$ cat src/rtl/color_pair_allocator_unit_assert.svh
// Assertion macros shared by the color pair allocator RTL.
`ifndef COLOR_PAIR_ALLOCATOR_UNIT_ASSERT_SVH
`define COLOR_PAIR_ALLOCATOR_UNIT_ASSERT_SVH

// Same-cycle implication, checked on every rising edge outside reset.
`define CPA_ASSERT_NOW(label, ante, cons) \
	label: assert property (@(posedge clk) disable iff (!arst_n) (ante) |-> (cons)) \
		else $error("color pair allocator: same-cycle check failed");

// Next-cycle implication, checked on every rising edge outside reset.
`define CPA_ASSERT_NEXT(label, ante, cons) \
	label: assert property (@(posedge clk) disable iff (!arst_n) (ante) |=> (cons)) \
		else $error("color pair allocator: next-cycle check failed");

`endif

$ cat src/rtl/cpa_pkg.sv
// Types and constants of the color pair allocator.
`timescale 1ns / 1ps
package cpa_pkg;

	localparam int COLOR_W = 8;
	localparam int PAIR_IDX_W = 8;
	localparam int ENTRY_W = 2 * COLOR_W;

	typedef struct packed {
		logic [COLOR_W-1:0] fore_color;
		logic [COLOR_W-1:0] back_color;
	} cpa_req_t;

	typedef struct packed {
		logic [PAIR_IDX_W-1:0] pair_index;
		logic                  newly_assigned;
	} cpa_rsp_t;

	typedef enum logic {
		ST_IDLE,
		ST_SCAN
	} cpa_state_t;

endpackage

$ cat src/rtl/cpa_ram.sv
// Generic single-write, single-read RAM with registered read data.
`timescale 1ns / 1ps
module cpa_ram #(
	parameter int WIDTH = 16,
	parameter int DEPTH = 64
) (
	input  logic                     clk,
	input  logic                     we,
	input  logic [$clog2(DEPTH)-1:0] waddr,
	input  logic [WIDTH-1:0]         wdata,
	input  logic [$clog2(DEPTH)-1:0] raddr,
	output logic [WIDTH-1:0]         rdata
);

	logic [WIDTH-1:0] mem_q [DEPTH];
	logic [WIDTH-1:0] rdata_q;

	always_ff @(posedge clk) begin
		if (we) begin
			mem_q[waddr] <= wdata;
		end
		rdata_q <= mem_q[raddr];
	end

	assign rdata = rdata_q;

endmodule

$ cat src/rtl/color_pair_allocator_unit.sv
// Top level of the color pair allocator: pair table, scan sequencer and replacement pointer.
`timescale 1ns / 1ps
// The block maps a (foreground, background) color request to a pair slot.
// A request is taken on req when start is high and busy is low. One result
// beat per request appears on rsp for exactly one cycle, marked by done;
// the receiver cannot hold it off, so it must take it in that cycle.
// With color disabled the answer is pair 0 in the cycle after the request.
// Otherwise the slots written so far (all slots once the pointer has
// wrapped) are read one per cycle from the pair RAM and compared against
// the request. A hit on slot k answers with pair index k; a miss writes
// the pair into the next slot in round-robin order and sets
// newly_assigned. Slot 0 is never used. The single RAM read port sets the
// rate: one slot per cycle, and busy stays high meanwhile. The user must
// write color_enabled through cfg_we and cfg_wdata only while the block
// is idle; the block does not enforce this. Reset returns the pointer to
// slot 1 and clears the search bound and color_enabled; the RAM contents
// need no clearing since no slot is read before it has been written.
module color_pair_allocator_unit #(
	parameter int PAIR_SLOTS = 64
) (
	input  logic              clk,
	input  logic              arst_n,
	input  logic              start,
	output logic              busy,
	input  cpa_pkg::cpa_req_t req,
	output logic              done,
	output cpa_pkg::cpa_rsp_t rsp,
	input  logic              cfg_we,
	input  logic              cfg_wdata
);

	import cpa_pkg::*;

	`include "color_pair_allocator_unit_assert.svh"

	localparam int SLOT_W = $clog2(PAIR_SLOTS);
	localparam int LIM_W = SLOT_W + 1;

	cpa_state_t state_q, state_d;

	cpa_req_t            req_q;
	logic [LIM_W-1:0]    scan_addr_q;
	logic                cmp_vld_q;
	logic [SLOT_W-1:0]   cmp_addr_q;
	logic [SLOT_W-1:0]   next_slot_q;
	logic [LIM_W-1:0]    search_limit_q;
	logic                color_enabled_q;
	logic                done_q;
	cpa_rsp_t            rsp_q;

	logic [ENTRY_W-1:0]  rd_data;
	logic                hit;
	logic                scan_more;
	logic                accept;
	logic                issue;
	logic                fin_off;
	logic                fin_hit;
	logic                fin_miss;
	logic [LIM_W-1:0]    nxt_slot;

	assign accept    = start && (state_q == ST_IDLE);
	assign scan_more = scan_addr_q < search_limit_q;
	assign hit       = cmp_vld_q && (rd_data == {req_q.fore_color, req_q.back_color});
	assign nxt_slot  = {1'b0, next_slot_q} + LIM_W'(1);

	always_comb begin
		state_d  = state_q;
		issue    = 1'b0;
		fin_off  = 1'b0;
		fin_hit  = 1'b0;
		fin_miss = 1'b0;
		unique case (state_q)
			ST_IDLE: begin
				if (start) begin
					if (color_enabled_q) begin
						state_d = ST_SCAN;
					end else begin
						fin_off = 1'b1;
					end
				end
			end
			ST_SCAN: begin
				if (hit) begin
					fin_hit = 1'b1;
					state_d = ST_IDLE;
				end else if (!cmp_vld_q && !scan_more) begin
					// Every searched slot has been compared without a match.
					fin_miss = 1'b1;
					state_d  = ST_IDLE;
				end else begin
					issue = scan_more;
				end
			end
			default: begin
				state_d = ST_IDLE;
			end
		endcase
	end

	always_ff @(posedge clk or negedge arst_n) begin
		if (!arst_n) begin
			state_q <= ST_IDLE;
		end else begin
			state_q <= state_d;
		end
	end

	always_ff @(posedge clk or negedge arst_n) begin
		if (!arst_n) begin
			scan_addr_q     <= '0;
			cmp_vld_q       <= 1'b0;
			next_slot_q     <= SLOT_W'(1);
			search_limit_q  <= '0;
			color_enabled_q <= 1'b0;
			done_q          <= 1'b0;
		end else begin
			if (cfg_we) begin
				color_enabled_q <= cfg_wdata;
			end
			done_q <= fin_off || fin_hit || fin_miss;
			if (accept) begin
				scan_addr_q <= LIM_W'(1);
				cmp_vld_q   <= 1'b0;
			end else begin
				cmp_vld_q <= issue;
				if (issue) begin
					scan_addr_q <= scan_addr_q + LIM_W'(1);
				end
			end
			if (fin_miss) begin
				if (nxt_slot == LIM_W'(PAIR_SLOTS)) begin
					next_slot_q    <= SLOT_W'(1);
					search_limit_q <= LIM_W'(PAIR_SLOTS);
				end else begin
					next_slot_q <= nxt_slot[SLOT_W-1:0];
					if (search_limit_q < nxt_slot) begin
						search_limit_q <= nxt_slot;
					end
				end
			end
		end
	end

	always_ff @(posedge clk) begin
		if (accept) begin
			req_q <= req;
		end
		if (issue) begin
			cmp_addr_q <= scan_addr_q[SLOT_W-1:0];
		end
		if (fin_off) begin
			rsp_q.pair_index     <= '0;
			rsp_q.newly_assigned <= 1'b0;
		end else if (fin_hit) begin
			rsp_q.pair_index     <= PAIR_IDX_W'(cmp_addr_q);
			rsp_q.newly_assigned <= 1'b0;
		end else if (fin_miss) begin
			rsp_q.pair_index     <= PAIR_IDX_W'(next_slot_q);
			rsp_q.newly_assigned <= 1'b1;
		end
	end

	cpa_ram #(
		.WIDTH(ENTRY_W),
		.DEPTH(PAIR_SLOTS)
	) u_pair_ram (
		.clk  (clk),
		.we   (fin_miss),
		.waddr(next_slot_q),
		.wdata({req_q.fore_color, req_q.back_color}),
		.raddr(scan_addr_q[SLOT_W-1:0]),
		.rdata(rd_data)
	);

	assign busy = (state_q != ST_IDLE);
	assign done = done_q;
	assign rsp  = rsp_q;

	`CPA_ASSERT_NOW(a_new_pair_not_zero, done && rsp.newly_assigned, rsp.pair_index != '0)
	`CPA_ASSERT_NEXT(a_color_off_answer, accept && !color_enabled_q,
		done && rsp.pair_index == '0 && !rsp.newly_assigned)
	`CPA_ASSERT_NOW(a_pointer_in_range, 1'b1,
		next_slot_q != '0 && search_limit_q <= LIM_W'(PAIR_SLOTS))
	`CPA_ASSERT_NOW(a_compare_only_scanning, cmp_vld_q, state_q == ST_SCAN)
	`CPA_ASSERT_NEXT(a_busy_until_done, fin_hit || fin_miss, done && !busy)

endmodule
$ cat config.mk
export PLATFORM = sky130hd
export DESIGN_NAME = color_pair_allocator_unit
export DESIGN_NICKNAME = d
export VERILOG_FILES = /design/src/rtl/cpa_pkg.sv /design/src/rtl/cpa_ram.sv /design/src/rtl/color_pair_allocator_unit.sv
export VERILOG_INCLUDE_DIRS = /design/src /design/src/rtl
export SDC_FILE = /design/constraint.sdc
export NUM_CORES = 1
export LEC_CHECK = 0
export ABC_CLOCK_PERIOD_IN_PS = 7970
export BUFFER_PORTS_ARGS = -buffer_cell sky130_fd_sc_hd__clkbuf_2
export CAP_MARGIN = 10
export CORE_MARGIN = 5
export CORE_UTILIZATION = 45
export DETAILED_ROUTE_END_ITERATION = 8
export SETUP_SLACK_MARGIN = 0.2
export SYNTH_ARGS = -nofsm -noshare
export SYNTH_HDL_FRONTEND = slang
export SYNTH_SLANG_ARGS = --single-unit
$ cat constraint.sdc
create_clock -name clk -period 7.97 [get_ports clk]
set_input_delay 0.3985 -clock clk [delete_from_list [all_inputs] [get_ports clk]]
set_output_delay 0.3985 -clock clk [all_outputs]
set_load 0.01 [all_outputs]
==> results_dict.tcl, run 1 <==
set metrics [dict create \
    via_per_inst 5.86 \
    num_vias 20100 \
    p_leak_nw 15.1 \
    tightest_slew_ns 1.08 \
    crit_path_start_kind "flip-flop" \
    drive_gt1_share_pct 25.3 \
    grtUsageTotal_pct 20.2 \
    seq_area_frac_synth_pct 77.3 \
    dr.pass1.iters 8 \
    cts.clk_slew.worst_paths_ns 0.06 \
    htreeDepth 3 \
    slew_headroom_pct 27.8 \
    io_pins 32 \
    clockRootBuffer "clkbuf_16" \
    crit_required_ns 8.50 \
    die_height_um 316 \
    nets 2126 \
    end_kind "flip-flop" \
    synth_largest_area_cell "edfxtp_1" \
    cts_made_buffers 111 \
    ys_types 52 \
    avgSynthCellArea_um2 21.6 \
    synth-edff-count 1046 \
    synth_area_um2 42000 \
    hpwl_mm 57.6 \
    clk_path_buf_depth 3 \
    synth_flop_cell "edfxtp_1" \
    fin_util_pct 51.2 \
    rsz0062_at_grt "no" \
    synthTopCellsByCount "1046 x edfxtp_1, 256 x mux4_2, 78 x nor2_1" \
    finalSetupViolCount 0 \
    antenna_found_initial 5 \
    drt_wl_total_mm 100 \
    status "finished clean" \
    rrSetupSlack_ns 3.53 \
    synthToLayoutAreaGrowth_pct 13.5 \
    worstSkewPairLatency_ns 0.67 \
    period_share_pct 55.7 \
    hold_start "start" \
    maxCapViolations 0 \
    row_count 112 \
    fmax_ghz 0.225 \
    crit_chain "buf_4 -> buf_12 -> mux4_2 -> a22oi_1 -> a21oi_1 -> or4_1" \
    post_cts.repair.setup_buffers 0 \
    drc 0 \
    start_util_pct 45.1 \
    grt_max_degree 132 \
    skew_ns 0.0204 \
    gp_congestion 0.834 \
    crit_path_top_delay_cell "dfrtp_4" \
    ctsHoldBuffers 19 \
    wl_per_cell_um 29.2 \
    synth_area_leaders "edfxtp_1 75%, mux4_2 14%, dfrtp_1 1.4%" \
    first_iter_violations 2088 \
    p_per_area_nw_per_um2 313 \
    die-area_um2 99600 \
    final_antenna_net_count 0 \
    whs_path_depth 3 \
    slowest_delay_ns 0.93 \
    holdPathEnd "scan_addr_q[0]" \
    crit_type "reg2reg" \
    syn_inst 1947 \
    grt.overflow.total 0 \
    hp-class "in2reg" \
    hold_viol_final 0 \
    yosysWarnings 0 \
    rr_startpoint "scan_addr_q[1]" \
    irDropWorstVdd_mv 0.202 \
    cts_resized 0 \
    synth_top_area_share_pct 74.8 \
    fin_crit_ns 4.44 \
    rr_worst_depth 6 \
    holdWs_ns 0.0975 \
    critical_path_peak_fanout 131 \
    yosysMostFrequentCell "edfxtp_1" \
    cts_sinks 1093 \
    async_flop_share_pct 2.20 \
    io_buffers 29 \
    n_antenna_cell 0 \
    cp.arrival_ns 4.97 \
    grt_pass1_vias 20500 \
    core_area_um2 93000 \
    report.final.slew_viol_count 0 \
    synth-seq-cells 1093 \
    fp.dieW_um 316 \
    grt_first_pass_wirelength_mm 146 \
    cts_tree "built" \
    setup-tns-final_ns 0 \
    r2r_end "u_pair_ram.rdata[0]" \
]
==> power breakdown <==
group	internal (mW)	leakage, nW	total [mW]	switching (mW)
combinational	1.26	3.44	2.97	1.71
clock	2.95	1.75	5.08	2.13
sequential	6.65	9.91	6.85	0.195
==> flip-flops by register name (all words and copies together) (netlist names) <==
register / count
search_limit_q: 7
u_pair_ram.mem_q: 1024
cmp_addr_q: 6
req_q: 16
u_pair_ram.rdata: 16
scan_addr_q: 7
color_enabled_q: 1
cmp_vld_q: 1
busy: 1
done: 1
next_slot_q: 6
rsp: 7
==> layer usage <==
metal / global-route usage, % / share of wire (%) / vias up
met5: 0 / 0 / -
met4: 6.59 / 3.4 / 0
met3: 4.10 / 7.2 / 164
met2: 32.3 / 48 / 784
met1: 28.4 / 41 / 10700
li1: - / - / 8459
==> logic make-up (layout without fill, tap and decap cells) <==
family                     Yosys count  count (layout)  synth area share, %
DFF                               1093            1093                 77.3
and+or+nand+nor                    175             175                 1.92
xor gates and xnor gates            25              25                0.521
other                                1               2              0.00893
muxes                              311             311                 15.0
adders and majority gates           14              14                0.417
AOI/OAI and AO/OA                  202             202                 3.28
buffers and inverters              126             364                 1.51
==> cells in the final DEF (no fill, tap or decap), types with 9 or more instances in the layout <==
master	count
edfxtp_1	1046
mux4_2	256
clkbuf_16	114
buf_4	93
nor2_1	75
a22oi_1	58
mux2i_1	53
a21oi_1	37
nand2_1	34
clkbuf_2	29
clkinv_1	27
clkbuf_1	26
dfxtp_1	23
o21ai_0	22
xnor2_1	21
a221oi_1	20
clkinv_2	20
dfrtp_1	19
dlygate4sd3_1	19
nand3_1	17
ha_1	14
inv_1	13
o22ai_1	12
a21o_1	11
o211ai_1	11
a211oi_1	10
a31oi_1	10
bufinv_16	9
==> layout make-up <==
cell class | instances | area (µm²)
fill | 7330 | 45400
inverter | 14 | 52.6
multi-input combinational | 729 | 8930
clock buffer | 144 | 3010
clock inverter | 64 | 586
tap | 1254 | 1570
sequential | 1093 | 32500
timing repair buffer | 142 | 1050
==> how the worst max path moves through the flow <==
stage / depth (start not counted) / start / endpoint / slack, ns
5_1_grt: 6 / scan_addr_q[0] / u_pair_ram.rdata[6] / 3.31
4_1_cts: 6 / scan_addr_q[0] / u_pair_ram.rdata[7] / 3.59
2_1_floorplan: 9 / scan_addr_q[2] / u_pair_ram.mem_q[11][0] / 4.87
6_report: 6 / scan_addr_q[1] / u_pair_ram.rdata[0] / 3.53
3_5_place_dp: 6 / scan_addr_q[0] / u_pair_ram.rdata[7] / 3.60
3_3_place_gp: 9 / scan_addr_q[2] / u_pair_ram.mem_q[41][6] / 3.48
==> critical path: cells and delay by family, from the launching register on <==
kind / cells / cell delay, ns
AO/OA/AOI/OAI: 2 / 0.71
flip-flops: 1 / 0.93
AND/OR/NAND/NOR: 1 / 0.50
buffers and inverters: 2 / 1.36
multiplexers: 1 / 0.43
==> per-stage QoR <==
stage / worst slack, ns / cells / instance area (µm²) / total power [mW]
2_1_floorplan: 4.87 / 1948 / 42000 / 9.05
3_3_place_gp: 3.48 / 3213 / 43900 / 9.93
3_5_place_dp: 3.60 / 3213 / 43900 / 9.98
4_1_cts: 3.59 / 3440 / 47700 / 15.1
5_1_grt: 3.31 / 3440 / 47700 / 15.5
6_report: 3.53 / 3440 / 47700 / 14.9
Power figures use the tool's default switching activity.
==> run 2, diff against run 1 <==
- ABC_CLOCK_PERIOD_IN_PS: 7970 -> 4400
- clock period: 7.97 -> 4.4 ns (I/O delays scaled with it)
==> run 2 against run 1 <==
  * Sequential cell count is the same
  * Routed wire length up 2.8%
  * Clock-buffer cell count shrank 1
  * Design area is essentially flat
  * Critical path type unchanged
  * Highest routed layer unchanged
==> results_dict.tcl, run 2 (synthesized netlist as in run 1, its figures left out) <==
set metrics [dict create \
    via_per_inst 5.90 \
    cts_sinks 1093 \
    maxCapViolations 0 \
    end_kind "flip-flop" \
    largest_register_ffs 1024 \
    rsz0062_at_grt "no" \
    irDropWorstVdd_mv 0.662 \
    tightest_slew_ns 1.09 \
    gp_congestion 0.849 \
    fmax_ghz 0.293 \
    final_antenna_net_count 0 \
    hold_viol_final 0 \
    hpwl_mm 61.1 \
    cts_tree "built" \
    htreeDepth 3 \
    final_area_um2 47700 \
    grtUsageTotal_pct 20.6 \
    drc 0 \
    switching_power_mw 7.60 \
    sw_frac_of_total_pct 28.1 \
    power_mw 27.1 \
    crit_path_start_kind "flip-flop" \
    p_leak_nw 15.2 \
    io_buffers 29 \
    nets 2155 \
    clkPwrFrac_pct 32.5 \
    skew_ns 0.0164 \
    crit_type "reg2reg" \
    grt.overflow.total 0 \
    drt_wl_total_mm 103 \
    report.final.slew_viol_count 0 \
    antenna_found_initial 1 \
    clk_path_buf_depth 3 \
    cp.arrival_ns 3.77 \
    cts_made_buffers 108 \
    status "finished clean" \
    top_register "u_pair_ram.mem_q" \
    wl_per_cell_um 29.8 \
    holdWs_ns 0.122 \
    p_seq_share_pct 45.5 \
    dr.pass1.iters 8 \
    dp.cells 3244 \
    fin_crit_ns 3.42 \
    power.internal_mw 19.5 \
    first_iter_violations 2518 \
    die-area_um2 99600 \
    fin_util_pct 51.3 \
    num_vias 20400 \
    io_pins 32 \
    clockRootBuffer "clkbuf_16" \
    slew_headroom_pct 27.1 \
    crit_required_ns 4.76 \
    final_common_cell "edfxtp_1" \
    die_height_um 316 \
    drive_gt1_share_pct 25.7 \
    finalSetupViolCount 0 \
    setup-tns-final_ns 0 \
    critical_path_peak_fanout 10 \
    p_comb_share_pct 22.0 \
    period_share_pct 77.7 \
    core_area_um2 93000 \
    dp_worst_setup_slack_ns 0.962 \
    start_util_pct 45.1 \
    fp.dieW_um 316 \
    final_cell_mix "1046 x edfxtp_1, 256 x mux4_2, 121 x buf_4" \
    worstSkewPairLatency_ns 0.67 \
    fin_ws_ns 0.982 \
    grt_pass1_vias 20400 \
    synthToLayoutAreaGrowth_pct 13.6 \
    fin_cells 3462 \
    rr_worst_depth 8 \
    grt_max_degree 130 \
    row_count 112 \
    p_per_area_nw_per_um2 567 \
    hp-class "in2async" \
    placed_area_um2 44100 \
    cts_resized 0 \
    cts.clk_slew.worst_paths_ns 0.06 \
    grt_first_pass_wirelength_mm 148 \
]
==> run 2: cell types whose count changed in the layout (fill, tap and decap cells not counted), sizes merged <==
cell | before | now
clkbuf | 173 | 172
bufinv | 9 | 8
buf | 94 | 125
clkinvlp | 4 | 2
diode | 0 | 2
dlygate4sd3 | 19 | 20
inv | 17 | 16
clkinv | 48 | 41
==> run 2: worst paths after layout <==
check                      slack, ns                      end           start
max                             0.98  u_pair_ram.mem_q[49][1]  scan_addr_q[1]
min                             0.12           next_slot_q[4]          arst_n
max reg2reg                     0.98  u_pair_ram.mem_q[49][1]  scan_addr_q[1]
min reg2reg                     0.48                   rsp[5]   cmp_addr_q[4]
max in group asynchronous       3.79           scan_addr_q[1]          arst_n
min in group clk                0.28                 req_q[5]          req[5]
==> run 2: metal layers <==
metal  track usage (%)  vias up  routed length, µm
met5                 0        -                  0
met2              32.7      837              49700
met4              4.89        0               2500
li1                  -     8507                  -
met3              3.05      128               7520
met1              30.8    11000              43500
==> run 2: repair_timing <==
item,4_1_cts,5_1_grt
endpoints found under the setup margin,0,0
endpoints found under the hold margin,44,0
hold buffers,20,0
buffers inserted,0,0
==> run 2: power groups by stage <==
| stage | clock network (mW) | registers (mW) | logic, mW |
|---|---|---|---|
| 6_report | 8.79 | 12.3 | 5.96 |
| 5_1_grt | 9.44 | 12.3 | 6.31 |
| 4_1_cts | 8.95 | 12.3 | 6.02 |
| 3_5_place_dp | 0 | 12.5 | 6.00 |
| 3_3_place_gp | 0 | 12.5 | 5.97 |
| 2_1_floorplan | 0 | 12.6 | 3.81 |
==> run 2: area by class of cell <==
cell class	count	area [µm²]
fill	7337	45300
sequential	1093	32500
multi-input combinational	729	8910
clock buffer	143	2880
tap	1254	1570
timing repair buffer	174	1330
clock inverter	53	487
inverter	14	52.6
antenna	2	5.00
==> run 2: critical path, cell delays in order (launching register included) <==
cell and delay, ns:
dfrtp_4 0.50, ha_1 0.29, nand2_1 0.05, o21ai_0 0.16
a21oi_1 0.21, nor2_1 0.32, nand3_1 0.47, nor2_1 0.76
buf_4 0.34
==> run 3, diff against run 2 <==
- ABC_AREA: unset -> 1
- ABC_CLOCK_PERIOD_IN_PS: 4400 -> 3400
- clock period: 4.4 -> 3.4 ns (I/O delays scaled with it)
==> run 3 against run 2 <==
  * Cell count rose by 43%
  * Setup slack worse by 0.55 ns
  * Clock power grew 35%
  * Utilization about the same
  * Synthesized cell count grew 81%
  * Design area is 3.7% higher
  * Total power rose by 31%
  * Clock-buffer cell count is 15 lower
  * Combinational power up 30%
  * Sequential share of layout area fell by 2.4 points
  * Clock skew increased by 0.024 ns
  * Largest power group unchanged
  * Highest routed layer unchanged
==> results_dict.tcl, run 3 <==
set metrics [dict create \
    synth_area_um2 43800 \
    avgSynthCellArea_um2 12.4 \
    p_leak_nw 16.6 \
    final_antenna_net_count 0 \
    maxCapViolations 0 \
    fin_util_pct 51.2 \
    row_count 114 \
    final_common_cell "edfxtp_1" \
    final_cell_mix "1046 x edfxtp_1, 636 x nor2_1, 444 x o21ai_0" \
    fin_ws_ns 0.433 \
    crit_required_ns 3.79 \
    nets 3623 \
    yosysWarnings 0 \
    wl_per_cell_um 23.9 \
    largest_register_ffs 1024 \
    hold_viol_final 0 \
    grtUsageTotal_pct 22.4 \
    cts_made_buffers 109 \
    finalSetupViolCount 0 \
    ys_types 35 \
    synth_flop_cell "edfxtp_1" \
    synth_area_leaders "edfxtp_1 72%, nor2_1 5.5%, o21ai_0 5.1%" \
    synthToLayoutAreaGrowth_pct 13.0 \
    io_buffers 29 \
    end_kind "flip-flop" \
    setup-tns-final_ns 0 \
    synth_top_area_share_pct 71.8 \
    hp-class "in2async" \
    drt_wl_total_mm 118 \
    report.final.slew_viol_count 0 \
    status "finished clean" \
    cts_sinks 1093 \
    cp.arrival_ns 3.36 \
    grt_pass1_vias 26400 \
    crit_type "reg2reg" \
    crit_path_start_kind "flip-flop" \
    n_antenna_cell 0 \
    clockRootBuffer "clkbuf_16" \
    post_cts.repair.setup_buffers 0 \
    core_area_um2 96600 \
    rr_worst_depth 10 \
    period_share_pct 87.3 \
    die_height_um 322 \
    holdWs_ns 0.0629 \
    first_iter_violations 3137 \
    fin_crit_ns 2.97 \
    cts.clk_slew.worst_paths_ns 0.06 \
    htreeDepth 3 \
    yosysMostFrequentCell "edfxtp_1" \
    critical_path_peak_fanout 15 \
    via_per_inst 5.63 \
    grt_first_pass_wirelength_mm 174 \
    io_pins 32 \
    slew_headroom_pct 21.8 \
    worstSkewPairLatency_ns 0.71 \
    irDropWorstVdd_mv 0.487 \
    cts_tree "built" \
    seq_area_frac_synth_pct 74.2 \
    drive_gt1_share_pct 9.67 \
    synth_largest_area_cell "edfxtp_1" \
    final_area_um2 49500 \
    top_register "u_pair_ram.mem_q" \
    dp_worst_setup_slack_ns 0.512 \
    fp.dieW_um 322 \
    p_per_area_nw_per_um2 718 \
    antenna_found_initial 2 \
    drc 0 \
    synth-edff-count 1046 \
    fmax_ghz 0.337 \
    die-area_um2 104000 \
    dp.cells 4732 \
    power_mw 35.5 \
    fin_cells 4958 \
    grt_max_degree 205 \
    start_util_pct 45.3 \
    grt.overflow.total 0 \
    hpwl_mm 66.3 \
    async_flop_share_pct 2.20 \
    synth-seq-cells 1093 \
    tightest_slew_ns 1.17 \
    num_vias 27900 \
    gp_congestion 0.890 \
    placed_area_um2 45700 \
    rsz0062_at_grt "no" \
    dr.pass1.iters 5 \
    synthTopCellsByCount "1046 x edfxtp_1, 637 x nor2_1, 444 x o21ai_0" \
    skew_ns 0.0406 \
    syn_inst 3516 \
    clk_path_buf_depth 3 \
]
run 3: changes by cell type after synthesis, moves of 24 or more:
cell and change:
a22oi_1 -58, buf_2 +60, nand2_1 +363, mux2i_1 -53
o21ai_0 +422, o22ai_1 +81, mux4_2 -256, inv_1 +92
nand4_1 +24, o21ai_1 +56, nor2_1 +559, clkbuf_1 +64
nand3_1 +184, o211ai_1 +118
run 3: layout make-up:
cell class	count	area, µm²
timing repair buffer	182	1510
tap	1276	1600
inverter	113	435
fill	8227	47100
clock buffer	128	2820
clock inverter	77	746
sequential	1093	32500
multi-input combinational	2089	9890
run 3: kinds of logic (layout without fill, tap and decap cells):
logic type	Yosys count	count (layout)	share of synthesized area [%]
other cells	1	2	0.00857
compound gates	773	773	9.86
xor+xnor	11	11	0.220
buf+inv	335	500	3.27
fa+ha+maj	14	14	0.400
flops	1093	1093	74.2
simple gates	1289	1289	12.0
run 3: worst paths after layout:
kind | startpoint | to | slack [ns]
worst max-delay path | scan_addr_q[6] | u_pair_ram.mem_q[21][2] | 0.43
max in group asynchronous | arst_n | scan_addr_q[1] | 2.79
worst min register to register | rsp[1] | rsp[1] | 0.49
worst min-delay path | arst_n | search_limit_q[5] | 0.06
min in group clk | req[0] | req_q[0] | 0.20
worst max register to register | scan_addr_q[6] | u_pair_ram.mem_q[21][2] | 0.43
run 3: timing repair:
item / 4_1_cts / 5_1_grt
hold buffers: 21 / 0
gates resized for setup: 0 / 1
endpoints found under the hold margin: 43 / 0
setup endpoints to repair: 0 / 1
run 3: worst max-delay path: stages (launching register included):
cell and delay, ns:
dfrtp_1 0.41, ha_1 0.32, nand2_1 0.08, a21oi_1 0.14, nor2_1 0.07, nand2_2 0.13, nand3_2 0.11, inv_4 0.16
nand4_2 0.57, nor2_1 0.36, buf_4 0.30
run 3: power breakdown:
| part | switching (mW) | internal (mW) | total, mW |
|---|---|---|---|
| clock | 5.14 | 6.79 | 11.9 |
| combinational | 5.71 | 2.06 | 7.77 |
| sequential | 0.310 | 15.5 | 15.8 |
| total | 11.2 | 24.4 | 35.5 |
run 3: per-layer routing:
layer | GRT usage, % | part of all wire (%) | up-vias
li1 | - | - | 12900
met1 | 31.7 | 42 | 13900
met2 | 35.7 | 48 | 981
met3 | 3.52 | 6.5 | 183
met4 | 7.55 | 3.5 | 0
met5 | 0 | 0 | -
